<file path="config.mk">
export PLATFORM = sky130hd
export DESIGN_NAME = srv_mul
export DESIGN_NICKNAME = d
export VERILOG_FILES = /design/src/hw/rtl/srv_pkg.sv /design/src/hw/rtl/srv_mul.sv
export SDC_FILE = /design/constraint.sdc
export NUM_CORES = 1
export LEC_CHECK = 0
export CORE_MARGIN = 1.5
export CORE_UTILIZATION = 37
export CTS_CLUSTER_SIZE = 24
export DETAILED_ROUTE_END_ITERATION = 16
export DONT_BUFFER_PORTS = 1
export HOLD_SLACK_MARGIN = 0.05
export PLACE_DENSITY = 0.52
export SYNTH_ARGS = -nofsm -noshare
export SYNTH_HDL_FRONTEND = slang
export SYNTH_SLANG_ARGS = --single-unit
</file>
<file path="constraint.sdc">
create_clock -name i_clk -period 5.8 [get_ports i_clk]
set_input_delay 0.58 -clock i_clk [delete_from_list [all_inputs] [get_ports i_clk]]
set_output_delay 0.58 -clock i_clk [all_outputs]
set_load 0.02 [all_outputs]
</file>
<file path="src/hw/rtl/srv_pkg.sv">
`timescale 1ns / 1ps
package srv_pkg;

    // sample and coefficient formats
    localparam int SAMPLE_W = 24;
    localparam int COEF_W   = 15;
    localparam int MCOEF_W  = COEF_W + 1;
    localparam int DIGIT_W  = 4;
    localparam int MUL_STEPS = MCOEF_W / DIGIT_W;
    localparam int MSTEP_W  = $clog2(MUL_STEPS);
    localparam int PROD_W   = SAMPLE_W + MCOEF_W + 1;
    localparam int ACC_W    = PROD_W + 1;

    // filter bank geometry
    localparam int COMB_COUNT        = 6;
    localparam int ALLPASS_COUNT     = 2;
    localparam int COMB_DEPTH_MAX    = 4096;
    localparam int ALLPASS_DEPTH_MAX = 256;
    localparam int CK_W    = $clog2(COMB_COUNT);
    localparam int AK_W    = (ALLPASS_COUNT > 1) ? $clog2(ALLPASS_COUNT) : 1;
    localparam int CPOS_W  = $clog2(COMB_DEPTH_MAX);
    localparam int APOS_W  = $clog2(ALLPASS_DEPTH_MAX);
    localparam int CADDR_W = CK_W + CPOS_W;
    localparam int AADDR_W = AK_W + APOS_W;
    localparam int CSUM_W  = SAMPLE_W + CK_W + 1;
    localparam int DIV_W   = CSUM_W;
    localparam int DCNT_W  = $clog2(DIV_W);

    // filter lengths in samples at 48 kHz, already within the per-filter depth
    localparam logic [CPOS_W:0] COMB_LEN [COMB_COUNT] = '{
        13'd1492, 13'd1867, 13'd2068, 13'd2212, 13'd2510, 13'd2942
    };
    localparam logic [APOS_W:0] AP_LEN [ALLPASS_COUNT] = '{9'd240, 9'd81};

    // register map
    localparam logic [1:0] REG_DECAY   = 2'd0;
    localparam logic [1:0] REG_DAMPING = 2'd1;
    localparam logic [1:0] REG_WET     = 2'd2;
    localparam logic [1:0] REG_APGAIN  = 2'd3;

    localparam logic [COEF_W-1:0] DECAY_RST   = 15'd28508;
    localparam logic [COEF_W-1:0] DAMPING_RST = 15'd14746;
    localparam logic [COEF_W-1:0] WET_RST     = 15'd20316;
    localparam logic [COEF_W-1:0] APGAIN_RST  = 15'd16384;

    localparam logic [MCOEF_W-1:0] Q_ONE = MCOEF_W'(1 << COEF_W);
    localparam logic signed [ACC_W-1:0] Q_ROUND = ACC_W'(1 << (COEF_W - 1));

    // multiplier request and response
    typedef struct packed {
        logic                       start;
        logic signed [SAMPLE_W-1:0] a;
        logic [MCOEF_W-1:0]         coef;
    } t_mul_req;

    typedef struct packed {
        logic                     done;
        logic signed [PROD_W-1:0] prod;
    } t_mul_rsp;

    // round a Q.15 product to nearest, halves upwards
    function automatic logic signed [ACC_W-1:0] q15(input logic signed [ACC_W-1:0] v);
        logic signed [ACC_W-1:0] t;
        t = v + Q_ROUND;
        return t >>> COEF_W;
    endfunction

    // clamp to the signed sample range
    function automatic logic signed [SAMPLE_W-1:0] sat_s(input logic signed [ACC_W-1:0] v);
        logic signed [ACC_W-1:0] hi;
        logic signed [ACC_W-1:0] lo;
        hi = {{(ACC_W - SAMPLE_W + 1){1'b0}}, {(SAMPLE_W - 1){1'b1}}};
        lo = {{(ACC_W - SAMPLE_W + 1){1'b1}}, {(SAMPLE_W - 1){1'b0}}};
        if (v > hi) begin
            return hi[SAMPLE_W-1:0];
        end else if (v < lo) begin
            return lo[SAMPLE_W-1:0];
        end
        return v[SAMPLE_W-1:0];
    endfunction

endpackage

</file>
<file path="src/hw/rtl/srv_mul.sv">
`timescale 1ns / 1ps
module srv_mul (
    input  logic              i_clk,
    input  logic              i_rst_n,
    input  srv_pkg::t_mul_req i_req,
    output srv_pkg::t_mul_rsp o_rsp
);
    import srv_pkg::*;

    logic                       r_busy;
    logic                       r_done;
    logic [MSTEP_W-1:0]         r_cnt;
    logic signed [SAMPLE_W-1:0] r_a;
    logic [MCOEF_W-1:0]         r_coef;
    logic signed [PROD_W-1:0]   r_prod;

    logic [DIGIT_W-1:0]             w_digit;
    logic signed [SAMPLE_W+DIGIT_W:0] w_pp;

    // one coefficient digit per cycle, most significant first
    assign w_digit = r_coef[MCOEF_W-1 -: DIGIT_W];
    assign w_pp    = r_a * $signed({1'b0, w_digit});

    // control
    always_ff @(posedge i_clk) begin
        if (!i_rst_n) begin
            r_busy <= 1'b0;
            r_done <= 1'b0;
            r_cnt  <= '0;
        end else begin
            r_done <= 1'b0;
            if (i_req.start) begin
                r_busy <= 1'b1;
                r_cnt  <= '0;
            end else if (r_busy) begin
                r_cnt <= r_cnt + 1'b1;
                if (r_cnt == MSTEP_W'(MUL_STEPS - 1)) begin
                    r_busy <= 1'b0;
                    r_done <= 1'b1;
                end
            end
        end
    end

    // operand shift and partial product accumulation
    always_ff @(posedge i_clk) begin
        if (i_req.start) begin
            r_a    <= i_req.a;
            r_coef <= i_req.coef;
            r_prod <= '0;
        end else if (r_busy) begin
            r_coef <= r_coef << DIGIT_W;
            r_prod <= (r_prod <<< DIGIT_W) + PROD_W'(w_pp);
        end
    end

    always_comb begin
        o_rsp.done = r_done;
        o_rsp.prod = r_prod;
    end

endmodule

</file>
* Yosys cells after proc, flatten, opt, wreduce, memory -nomap -nowiden *
Index checks and enable logic that the tools add are counted.

operators by class
  $add $sub $neg = 2
  shift operators = 0
  divide/modulo/power cells = 0
  reduce and logical (&&, ||, !) cells = 3
  bitwise operators = 2
  magnitude comparators = 0
  multipliers = 1
  mux-type cells = 6
  equality and inequality tests = 1

operator list
  kind                 number
  $add 41x29->41       1
  $mux 16              2
  $mul 24x5->29        1
  $mux 1               4
  $reduce_or 3->1      1
  $add 2x1->2 const B  1
  $eq 2x2->1 const B   1
  $not 1->1            2
  $reduce_bool 2->1    1
  $reduce_or 2->1      1

word-level totals
  input port bits = 43
  output and inout bits = 42
  ROM bits = 0
  memory bits (writable) = 0
  memories = 0
  register bits = 85
  word-level logic and storage cells = 21
  latch bits = 0

* Longest topological paths before layout *
Gate-level depths: netlist (run 1).

  word-level depth = 4
  gate-level depth with buffers = 20
  mapped depth without buffers = 18

* Worst setup path before layout (run 1) *
OpenSTA, ideal clock, no wires.

  path kind = register to register
  from = reg r_coef[12]
  to = reg r_prod[38]
  cell stages (with the launch flop) = 19
  arrival time = 4.762 ns
  period minus slack after synthesis = 4.880 ns
  buffers on the path = 2
  required time = 5.683 ns
  library setup time = 0.117 ns
  path slack = 0.920 ns
  cell sequence = edfxtp_1 -> clkbuf_1 -> nand2_1 -> inv_1 -> fa_1 -> ha_1 -> inv_1 -> fa_1 -> inv_1 -> ha_1 -> clkbuf_1 -> a21oi_1 -> o21ai_1 -> a21o_1 -> or3_1 -> o21ai_2 -> nor4b_1 -> or3_1 -> a32o_1

on the way
  cells in the longest elaborated chain, start to end = 2

ends and longest elaborated chain
  item                    RTL line       source
  from (decl)             srv_mul.sv:14  logic [MCOEF_W-1:0] r_coef;
  from (signal assigned)  srv_mul.sv:49  r_coef <= i_req.coef;
  from (signal assigned)  srv_mul.sv:52  r_coef <= r_coef << DIGIT_W;
  $mul 24x5->29           srv_mul.sv:22  assign w_pp = r_a * $signed({1'b0, w_digit});
  $add 41x29->41          srv_mul.sv:53  r_prod <= (r_prod <<< DIGIT_W) + PROD_W'(w_pp);
  to (signal assigned)    srv_mul.sv:53
  to (decl)               srv_mul.sv:15  logic signed [PROD_W-1:0] r_prod;

No other way between the ends.
A chain may end at the register's enable or synchronous reset.

* Final worst setup path (run 1) *
  from = reg r_coef[13]
  to = reg r_prod[33]

The elaborated chain is that of the path after synthesis.

==> results of run 1 <==
==> registers in the layout (all words and copies together), names as in the netlist <==
| signal | count |
|---|---|
| r_cnt | 2 |
| r_done | 1 |
| r_prod | 41 |
| r_a | 24 |
| r_coef | 16 |
| r_busy | 1 |
==> per-layer routing <==
metal / up-vias / part of all wire [%]
li1: 3016 / -
met4: 2 / 1.6
met5: - / 0.077
met1: 2980 / 46
met3: 26 / 4.9
met2: 113 / 47
==> area by class of cell <==
type / instances / area (µm²) / area share, %
clock inverter: 7 / 75.1 / 0.796
multi-input combinational: 629 / 5770 / 61.2
inverter: 207 / 777 / 8.24
sequential: 85 / 2100 / 22.3
clock buffer: 9 / 225 / 2.39
timing repair buffer: 11 / 82.6 / 0.876
tap: 319 / 399 / 4.23
==> through the flow <==
stage	hold slack [ps]	setup WS, ps	area, µm²
after floorplan	465	920	8750
after global placement	484	742	9130
after detailed placement	494	675	9130
after CTS	275	656	9430
after global routing	274	342	9430
final	311	683	9430
==> power by group <==
| part | total [µW] | internal [µW] | switching (µW) |
|---|---|---|---|
| registers | 925 | 734 | 192 |
| clock network | 593 | 305 | 288 |
| logic | 3550 | 1390 | 2160 |
| total | 5070 | 2430 | 2640 |
==> worst max-delay path, cell delays in order (launching register included) <==
cell and delay (ps):
sky130_fd_sc_hd__edfxtp_1 540, sky130_fd_sc_hd__buf_4 280, sky130_fd_sc_hd__nand2_1 100, sky130_fd_sc_hd__fa_1 510, sky130_fd_sc_hd__inv_1 50, sky130_fd_sc_hd__fa_1 480, sky130_fd_sc_hd__inv_1 60, sky130_fd_sc_hd__fa_1 540
sky130_fd_sc_hd__inv_1 50, sky130_fd_sc_hd__ha_1 380, sky130_fd_sc_hd__and3_2 250, sky130_fd_sc_hd__a221oi_4 370, sky130_fd_sc_hd__o22ai_4 170, sky130_fd_sc_hd__a311oi_4 380, sky130_fd_sc_hd__o21ai_2 190, sky130_fd_sc_hd__a21o_1 220
sky130_fd_sc_hd__a21boi_2 140, sky130_fd_sc_hd__xor2_1 190, sky130_fd_sc_hd__o21ai_1 80
==> cell families after synthesis <==
family	Yosys count
xor+xnor	35
mux	31
flops	85
fa+ha+maj	180
simple gates	238
buf+inv	234
compound gates	145
==> final timing paths <==
check | from | slack [ps] | to
min | i_req[40] | 310 | r_prod[1]
min reg2reg | r_cnt[1] | 500 | r_cnt[1]
max | r_coef[13] | 680 | r_prod[33]
max reg2reg | r_coef[13] | 680 | r_prod[33]
==> layout by cell type (no fill, tap or decap), types with 6 or more instances in the layout <==
cell type	instances
sky130_fd_sc_hd__inv_1	205
sky130_fd_sc_hd__fa_1	97
sky130_fd_sc_hd__ha_1	83
sky130_fd_sc_hd__nand2_1	76
sky130_fd_sc_hd__and2_1	59
sky130_fd_sc_hd__nor2_1	51
sky130_fd_sc_hd__a21oi_1	49
sky130_fd_sc_hd__dfxtp_1	44
sky130_fd_sc_hd__edfxtp_1	40
sky130_fd_sc_hd__xnor2_1	22
sky130_fd_sc_hd__mux2i_1	19
sky130_fd_sc_hd__o21ai_0	16
sky130_fd_sc_hd__xor2_1	13
sky130_fd_sc_hd__mux2_2	12
sky130_fd_sc_hd__a21o_1	11
sky130_fd_sc_hd__o21ai_1	11
sky130_fd_sc_hd__buf_4	11
sky130_fd_sc_hd__nand2b_1	10
sky130_fd_sc_hd__o22ai_1	10
sky130_fd_sc_hd__clkbuf_16	9
sky130_fd_sc_hd__o21a_1	8
sky130_fd_sc_hd__nand4_1	7
sky130_fd_sc_hd__nor2b_1	7
sky130_fd_sc_hd__nand3_1	6
==> flow_metrics.env, run 1 <==
export IMPL_outcome="completed"
export IMPL_mappedNetlistArea_um2=8750
export IMPL_layout_drive_gt1_share_pct=5.91
export IMPL_avgRoutedWirePerCell_um=16.4
export IMPL_timing_critical_path_arrival_ps=5330
export IMPL_fin_tns_setup_ps=0
export IMPL_gr_max_usage_layer="met2"
export IMPL_yosysWarningCount=0
export IMPL_post_cts_setup_buffer_count=0
export IMPL_post_route_wl_um=20700
export IMPL_grt_first_pass_wirelength_um=34300
export IMPL_critPathLaunchType="flop"
export IMPL_number_of_synthesized_flops_with_an_enable_pin=40
export IMPL_i_o_pin_count=85
export IMPL_path_clk_slew_ps=80
export IMPL_initial_utilization_pct=37.5
export IMPL_post_synth_xor_xnor_area_pct=3.50
export IMPL_post_layout_nonfiller_instances=1267
export IMPL_grtUsageTotal_pct=18.3
export IMPL_finalHoldViolCount=0
export IMPL_synthToLayoutAreaGrowth_pct=7.72
export IMPL_dp_final_hpwl_um=16600
export IMPL_final_period_minus_worst_setup_slack_ps=5120
export IMPL_viasPerCell=4.84
export IMPL_synth_top_area_cell="sky130_fd_sc_hd__fa_1"
export IMPL_synth_top_family_by_area="adder cells"
export IMPL_vdd_drop_max_v=0.000208
export IMPL_setup_repair_after_global_routing_missed_its_margin="false"
export IMPL_timing_hold_worst_class="input port to flop"
export IMPL_final_core_utilization_pct=40.4
export IMPL_yosys_area_top_type_share_pct=22.2
export IMPL_cts_hold_fix_buffers=0
export IMPL_p_per_area_nw_per_um2=538
export IMPL_global_route_met2_utilization_pct=30.4
export IMPL_max_clock_freq_mhz=195
export IMPL_final_setup_viol_count=0
export IMPL_synth_compound_area_share_pct=11.2
export IMPL_synthMostInstantiatedCell="sky130_fd_sc_hd__inv_1"
export IMPL_maximum_number_of_pins_on_one_net_before_global_route_repair=67
export IMPL_synth_seq_area_share_pct=24.0
export IMPL_hold_depth=1
export IMPL_p_leak_uw=0.00442
export IMPL_ys_dominant_reg_cell="sky130_fd_sc_hd__dfxtp_1"
export IMPL_layout_filler_cells=2369
export IMPL_clock_tree_buffer_depth=2
export IMPL_floorplan_die_area_um2=24600
export IMPL_synthesis_area_per_instance_um2=9.23
export IMPL_global_route_usage_met3_pct=4.24
export IMPL_finish_net_count=1166
export IMPL_clock_tree_from_tritoncts="yes"
export IMPL_portBuffers=0
export IMPL_slew_headroom_pct=37.9
export IMPL_routabilityCongestion=0.896
export IMPL_synth_top_cells_by_count="sky130_fd_sc_hd__inv_1 (205), sky130_fd_sc_hd__fa_1 (97), sky130_fd_sc_hd__ha_1 (83)"
export IMPL_synth_adder_area_share_pct=34.0
export IMPL_insertion_delay_to_the_later_sink_of_the_worst_skew_pair_ps=360
export IMPL_setup_worst_path_class="flop to flop"
export IMPL_muxShareOfSynthArea_pct=3.72
export IMPL_ff2ff_path_depth=18
export IMPL_synth_ff_latch_count=85
export IMPL_drt_first_iter_violations=294
export IMPL_cts_buffers_inserted=9
export IMPL_total_power_uw=5070
export IMPL_fp_dieH_um=157
export IMPL_synth_net_count=1171
export IMPL_critical_path_required_ps=6010
export IMPL_post_placement_cell_count=1251
export IMPL_first_global_vias=6344
export IMPL_grt_remaining_overflow=0
export IMPL_antenna_cells=0
export IMPL_endpoint_kind="flop"
export IMPL_postRouteAntennaNets=0
export IMPL_grt_antenna_before_repair=1
export IMPL_post_synth_and_or_nand_nor_area_fraction_pct=13.5
export IMPL_cts_max_level=3
export IMPL_global_route_usage_met1_pct=23.9
export IMPL_skew_ps=18.6
export IMPL_cap_violations=0
export IMPL_routed_via_count=6137
export IMPL_synth_distinct_cells=61
export IMPL_cts_sinks=85
export IMPL_first_pass_iters=4
export IMPL_die_width_um=157
export IMPL_floorplan_core_area_um2=23300
export IMPL_netlist_top_cells_area="sky130_fd_sc_hd__fa_1 (22%), sky130_fd_sc_hd__edfxtp_1 (14%), sky130_fd_sc_hd__ha_1 (12%), sky130_fd_sc_hd__dfxtp_1 (10%), sky130_fd_sc_hd__inv_1 (8.8%)"
export IMPL_asyncSetResetFlopFracSynth_pct=0
export IMPL_cp_max_fo=12
export IMPL_drc_errors=0
export IMPL_cts_root_buf="sky130_fd_sc_hd__clkbuf_16"
export IMPL_final_max_slew_violation_count=0
export IMPL_syn_inst=948
export IMPL_worst_slew_pin_slew_ps=932
export IMPL_rows=56
export IMPL_layout_worst_path_cycle_share_pct=88.2
export IMPL_post_cts_resized_instances=0
Power figures use the tool's default switching activity.
==> run 2, diff against run 1 <==
--- a/config.mk
+++ b/config.mk
@@ -6,12 +6,12 @@
 export NUM_CORES = 1
 export LEC_CHECK = 0
 export CORE_MARGIN = 1.5
-export CORE_UTILIZATION = 37
+export CORE_UTILIZATION = 25
 export CTS_CLUSTER_SIZE = 24
 export DETAILED_ROUTE_END_ITERATION = 16
 export DONT_BUFFER_PORTS = 1
 export HOLD_SLACK_MARGIN = 0.05
-export PLACE_DENSITY = 0.52
+export PLACE_DENSITY = 0.39
 export SYNTH_ARGS = -nofsm -noshare
 export SYNTH_HDL_FRONTEND = slang
 export SYNTH_SLANG_ARGS = --single-unit
==> flow_metrics.env, run 2 (synthesis gave the netlist of run 1 again) <==
export IMPL_layout_common_cells="sky130_fd_sc_hd__inv_1 (205), sky130_fd_sc_hd__fa_1 (97), sky130_fd_sc_hd__ha_1 (83)"
export IMPL_maximum_number_of_pins_on_one_net_before_global_route_repair=67
export IMPL_setup_worst_path_class="flop to flop"
export IMPL_max_clock_freq_mhz=185
export IMPL_largest_register="r_prod"
export IMPL_final_max_slew_violation_count=0
export IMPL_critPathLaunchType="flop"
export IMPL_flip_flop_count_of_the_largest_register_after_layout=41
export IMPL_postRouteAntennaNets=0
export IMPL_startpoint="r_coef[12]"
export IMPL_fin_tns_setup_ps=0
export IMPL_dp_final_hpwl_um=19100
export IMPL_worst_hold_startpoint="i_req[40]"
export IMPL_largest_regs="r_prod (41), r_a (24), r_coef (16)"
export IMPL_grt_antenna_before_repair=3
export IMPL_worst_slew_pin_slew_ps=841
export IMPL_rows=68
export IMPL_cts_root_buf="sky130_fd_sc_hd__clkbuf_16"
export IMPL_grt_remaining_overflow=0
export IMPL_floorplan_core_area_um2=34500
export IMPL_finalHoldViolCount=0
export IMPL_routed_via_count=6152
export IMPL_cts_hold_fix_buffers=0
export IMPL_power_frac_clock_pct=11.3
export IMPL_final_setup_viol_count=0
export IMPL_cap_violations=0
export IMPL_synthToLayoutAreaGrowth_pct=10.1
export IMPL_cp_max_fo=19
export IMPL_slowest_stage_cell_on_the_critical_path="sky130_fd_sc_hd__edfxtp_1"
export IMPL_area_after_detailed_placement_um2=9330
export IMPL_drt_first_iter_violations=232
export IMPL_die_width_um=190
export IMPL_drc_errors=0
export IMPL_viasPerCell=4.37
export IMPL_first_global_vias=6714
export IMPL_delay_of_the_slowest_cell_on_the_worst_path_ps=850
export IMPL_layout_commonest_cell="sky130_fd_sc_hd__inv_1"
export IMPL_power_switching_fraction_pct=52.3
export IMPL_layout_drive_gt1_share_pct=6.30
export IMPL_p_per_area_nw_per_um2=536
export IMPL_crit_family="adder cells"
export IMPL_post_placement_cell_count=1391
export IMPL_fp_dieH_um=190
export IMPL_timing_critical_path_arrival_ps=5670
export IMPL_skew_ps=11.6
export IMPL_critical_path_reg2reg_startpoint="r_coef[12]"
export IMPL_i_o_pin_count=85
export IMPL_whs_ps=298
export IMPL_critPathBufInv=3
export IMPL_avgRoutedWirePerCell_um=17.0
export IMPL_routabilityCongestion=0.810
export IMPL_post_cts_resized_instances=0
export IMPL_slew_headroom_pct=44.0
export IMPL_clock_tree_buffer_depth=2
export IMPL_post_layout_nonfiller_instances=1409
export IMPL_initial_utilization_pct=25.3
export IMPL_insertion_delay_to_the_later_sink_of_the_worst_skew_pair_ps=360
export IMPL_path_clk_slew_ps=70
export IMPL_cts_sinks=85
export IMPL_power_switching_uw=2700
export IMPL_cts_max_level=3
export IMPL_finish_net_count=1171
export IMPL_seqPwrFrac_pct=18.2
export IMPL_first_pass_iters=4
export IMPL_grt_first_pass_wirelength_um=38700
export IMPL_endpoint_kind="flop"
export IMPL_post_route_wl_um=23900
export IMPL_timing_hold_worst_class="input port to flop"
export IMPL_floorplan_die_area_um2=36100
export IMPL_outcome="completed"
export IMPL_p_comb_share_pct=70.4
export IMPL_p_leak_uw=0.00444
export IMPL_internal_power_uw=2460
export IMPL_post_cts_setup_buffer_count=0
export IMPL_grtUsageTotal_pct=14.2
export IMPL_layout_worst_path_cycle_share_pct=93.3
export IMPL_final_period_minus_worst_setup_slack_ps=5410
export IMPL_critical_path_required_ps=6060
export IMPL_vdd_drop_max_v=0.000192
export IMPL_portBuffers=0
export IMPL_layout_cell_area_non_filler_um2=9640
export IMPL_cts_buffers_inserted=9
export IMPL_clock_tree_from_tritoncts="yes"
export IMPL_setup_repair_after_global_routing_missed_its_margin="false"
export IMPL_final_core_utilization_pct=27.9
export IMPL_crit_path_cell_trace="nand2_1, fa_1, inv_1, fa_1, inv_1, fa_1, inv_1, ha_1, a21oi_1, o21ai_0, or3_1, o21ai_2, nor4b_1, or3_1, a32o_1"
==> run 2: power by group through the flow <==
stage	Sequential [µW]	Clock, µW	Combinational, µW
finish	942	584	3640
global route	965	636	4170
CTS	956	616	3700
detailed placement	968	0	3670
global placement	969	0	3710
floorplan	889	0	2770
==> run 2: path summary, 6_finish.rpt <==
path / end / slack [ps] / cells after the start
setup / recovery: r_prod[38] / 390 / 15
hold / removal: r_prod[3] / 300 / 1
setup reg to reg: r_prod[38] / 390 / 15
hold reg to reg: r_cnt[1] / 500 / 2
==> run 2: cell type report <==
cell class,instances,area [µm²]
sequential,85,2100
antenna,1,2.50
inverter,207,777
fill,3806,24900
clock buffer,10,239
clock inverter,6,46.3
timing repair buffer,16,133
multi-input combinational,629,5770
tap,455,569
==> run 2: per-layer routing <==
metal  wire (µm)  GRT usage, %  share of wire [%]  vias up
met5          25             0               0.10        -
met4         309          3.45                1.3        4
met3        1110          3.56                4.7       23
met2       10900          22.6                 46      100
met1       11600          19.1                 48     2992
li1            -             -                  -     3033
==> run 2: through the flow <==
stage,power (µW),setup WS (ps)
after floorplan,3660,920
after global placement,4680,473
after detailed placement,4640,331
after CTS,5270,305
after global routing,5770,31.3
final,5160,387
==> run 3, diff against run 2 <==
--- a/config.mk
+++ b/config.mk
@@ -11,6 +11,7 @@
 export DETAILED_ROUTE_END_ITERATION = 16
 export DONT_BUFFER_PORTS = 1
 export HOLD_SLACK_MARGIN = 0.05
+export MAX_ROUTING_LAYER = met4
 export PLACE_DENSITY = 0.39
 export SYNTH_ARGS = -nofsm -noshare
 export SYNTH_HDL_FRONTEND = slang
==> flow_metrics.env, run 3 (synthesis gave the netlist of run 1 again) <==
export IMPL_finish_net_count=1171
export IMPL_synthToLayoutAreaGrowth_pct=10.1
export IMPL_final_max_slew_violation_count=0
export IMPL_fp_dieH_um=190
export IMPL_i_o_pin_count=85
export IMPL_viasPerCell=4.38
export IMPL_total_power_uw=5160
export IMPL_layout_worst_path_cycle_share_pct=93.5
export IMPL_delay_of_the_slowest_cell_on_the_worst_path_ps=860
export IMPL_largest_register="r_prod"
export IMPL_post_cts_resized_instances=0
export IMPL_p_leak_uw=0.00444
export IMPL_layout_commonest_cell="sky130_fd_sc_hd__inv_1"
export IMPL_dp_final_hpwl_um=19100
export IMPL_insertion_delay_to_the_later_sink_of_the_worst_skew_pair_ps=370
export IMPL_maximum_number_of_pins_on_one_net_before_global_route_repair=67
export IMPL_critPathLaunchType="flop"
export IMPL_first_global_vias=6703
export IMPL_routabilityCongestion=0.822
export IMPL_cts_root_buf="sky130_fd_sc_hd__clkbuf_16"
export IMPL_floorplan_core_area_um2=34500
export IMPL_avgRoutedWirePerCell_um=16.9
export IMPL_setup_repair_after_global_routing_missed_its_margin="false"
export IMPL_grt_remaining_overflow=0
export IMPL_postRouteAntennaNets=0
export IMPL_die_width_um=190
export IMPL_first_pass_iters=4
export IMPL_clock_tree_buffer_depth=2
export IMPL_grtUsageTotal_pct=14.6
export IMPL_max_clock_freq_mhz=184
export IMPL_largest_regs="r_prod (41), r_a (24), r_coef (16)"
export IMPL_rows=68
export IMPL_slowest_stage_cell_on_the_critical_path="sky130_fd_sc_hd__edfxtp_1"
export IMPL_endpoint_kind="flop"
export IMPL_critical_path_required_ps=6060
export IMPL_timing_hold_worst_class="input port to flop"
export IMPL_fin_tns_setup_ps=0
export IMPL_crit_path_cell_trace="nand2_1, fa_1, inv_1, fa_1, inv_1, fa_1, inv_1, ha_1, a21oi_1, o21ai_0, or3_1, o21ai_2, nor4b_1, or3_1, a32o_1"
export IMPL_p_per_area_nw_per_um2=535
export IMPL_finalHoldViolCount=0
export IMPL_finalWorstSetupSlack_ps=377
export IMPL_layout_drive_gt1_share_pct=6.30
export IMPL_drt_first_iter_violations=209
export IMPL_post_place_ws_ps=331
export IMPL_cts_max_level=3
export IMPL_drc_errors=0
export IMPL_clock_tree_from_tritoncts="yes"
export IMPL_outcome="completed"
export IMPL_layout_common_cells="sky130_fd_sc_hd__inv_1 (205), sky130_fd_sc_hd__fa_1 (97), sky130_fd_sc_hd__ha_1 (83)"
export IMPL_post_route_wl_um=23900
export IMPL_cp_max_fo=19
export IMPL_cts_buffers_inserted=9
export IMPL_register_to_register_path_setup_slack_ps=380
export IMPL_setup_worst_path_class="flop to flop"
export IMPL_final_setup_viol_count=0
export IMPL_final_period_minus_worst_setup_slack_ps=5420
export IMPL_portBuffers=0
export IMPL_routed_via_count=6177
export IMPL_cts_sinks=85
export IMPL_flip_flop_count_of_the_largest_register_after_layout=41
export IMPL_grt_first_pass_wirelength_um=38700
export IMPL_path_clk_slew_ps=70
export IMPL_cap_violations=0
export IMPL_initial_utilization_pct=25.3
export IMPL_grt_antenna_before_repair=3
export IMPL_timing_critical_path_arrival_ps=5680
export IMPL_floorplan_die_area_um2=36100
export IMPL_vdd_drop_max_v=0.000191
export IMPL_slew_headroom_pct=44.7
export IMPL_worst_slew_pin_slew_ps=829
export IMPL_skew_ps=13.4
run 3: critical path: cells and delay by family (launching register included):
family | cells | cell delay [ps]
adders and majority gates | 4 | 2020
and+or+nand+nor | 4 | 1310
AOI/OAI and AO/OA | 4 | 980
DFF | 1 | 860
buffers and inverters | 3 | 150
run 3: layer usage:
metal	up-vias	global-route usage, %	part of all wire (%)
li1	3038	-	-
met1	3022	19.2	49
met2	96	22.5	46
met3	21	3.45	4.3
met4	0	3.45	1.3
met5	-	-	0
run 3: path summary, 6_finish.rpt:
path,startpoint,endpoint,depth (start not counted)
worst max-delay path,r_coef[12],r_prod[38],15
worst min-delay path,i_req[37],r_a[21],0
worst max register to register,r_coef[12],r_prod[38],15
worst min register to register,r_cnt[1],r_cnt[1],2
run 3: where the power goes:
part	internal [µW]	switching, µW
sequential	734	208
combinational	1420	2210
clock	305	279
total	2460	2700
run 3: cell type report:
class	count	area, µm²
Fill cell	3806	24900
Multi-Input combinational cell	629	5770
Sequential cell	85	2100
Inverter	207	777
Tap cell	455	569
Clock buffer	10	239
Timing Repair Buffer	16	133
Clock inverter	6	46.3
Antenna cell	3	7.51
run 3: what timing repair did:
| action | 4_1_cts | 5_1_grt |
|---|---|---|
| endpoints found under the setup margin | 0 | 1 |
| setup buffers | 0 | 1 |
| hold buffers | 0 | 0 |
run 3: stage by stage:
| step | hold slack [ps] | instances | cell area, µm² | utilization, % |
|---|---|---|---|---|
| 2_1_floorplan | 465 | 948 | 8750 | - |
| 3_3_place_gp | 479 | 1391 | 9330 | 27.0 |
| 3_5_place_dp | 493 | 1391 | 9330 | 27.0 |
| 4_1_cts | 269 | 1407 | 9610 | 27.8 |
| 5_1_grt | 269 | 1411 | 9640 | 27.9 |
| 6_report | 306 | 1411 | 9640 | 27.9 |
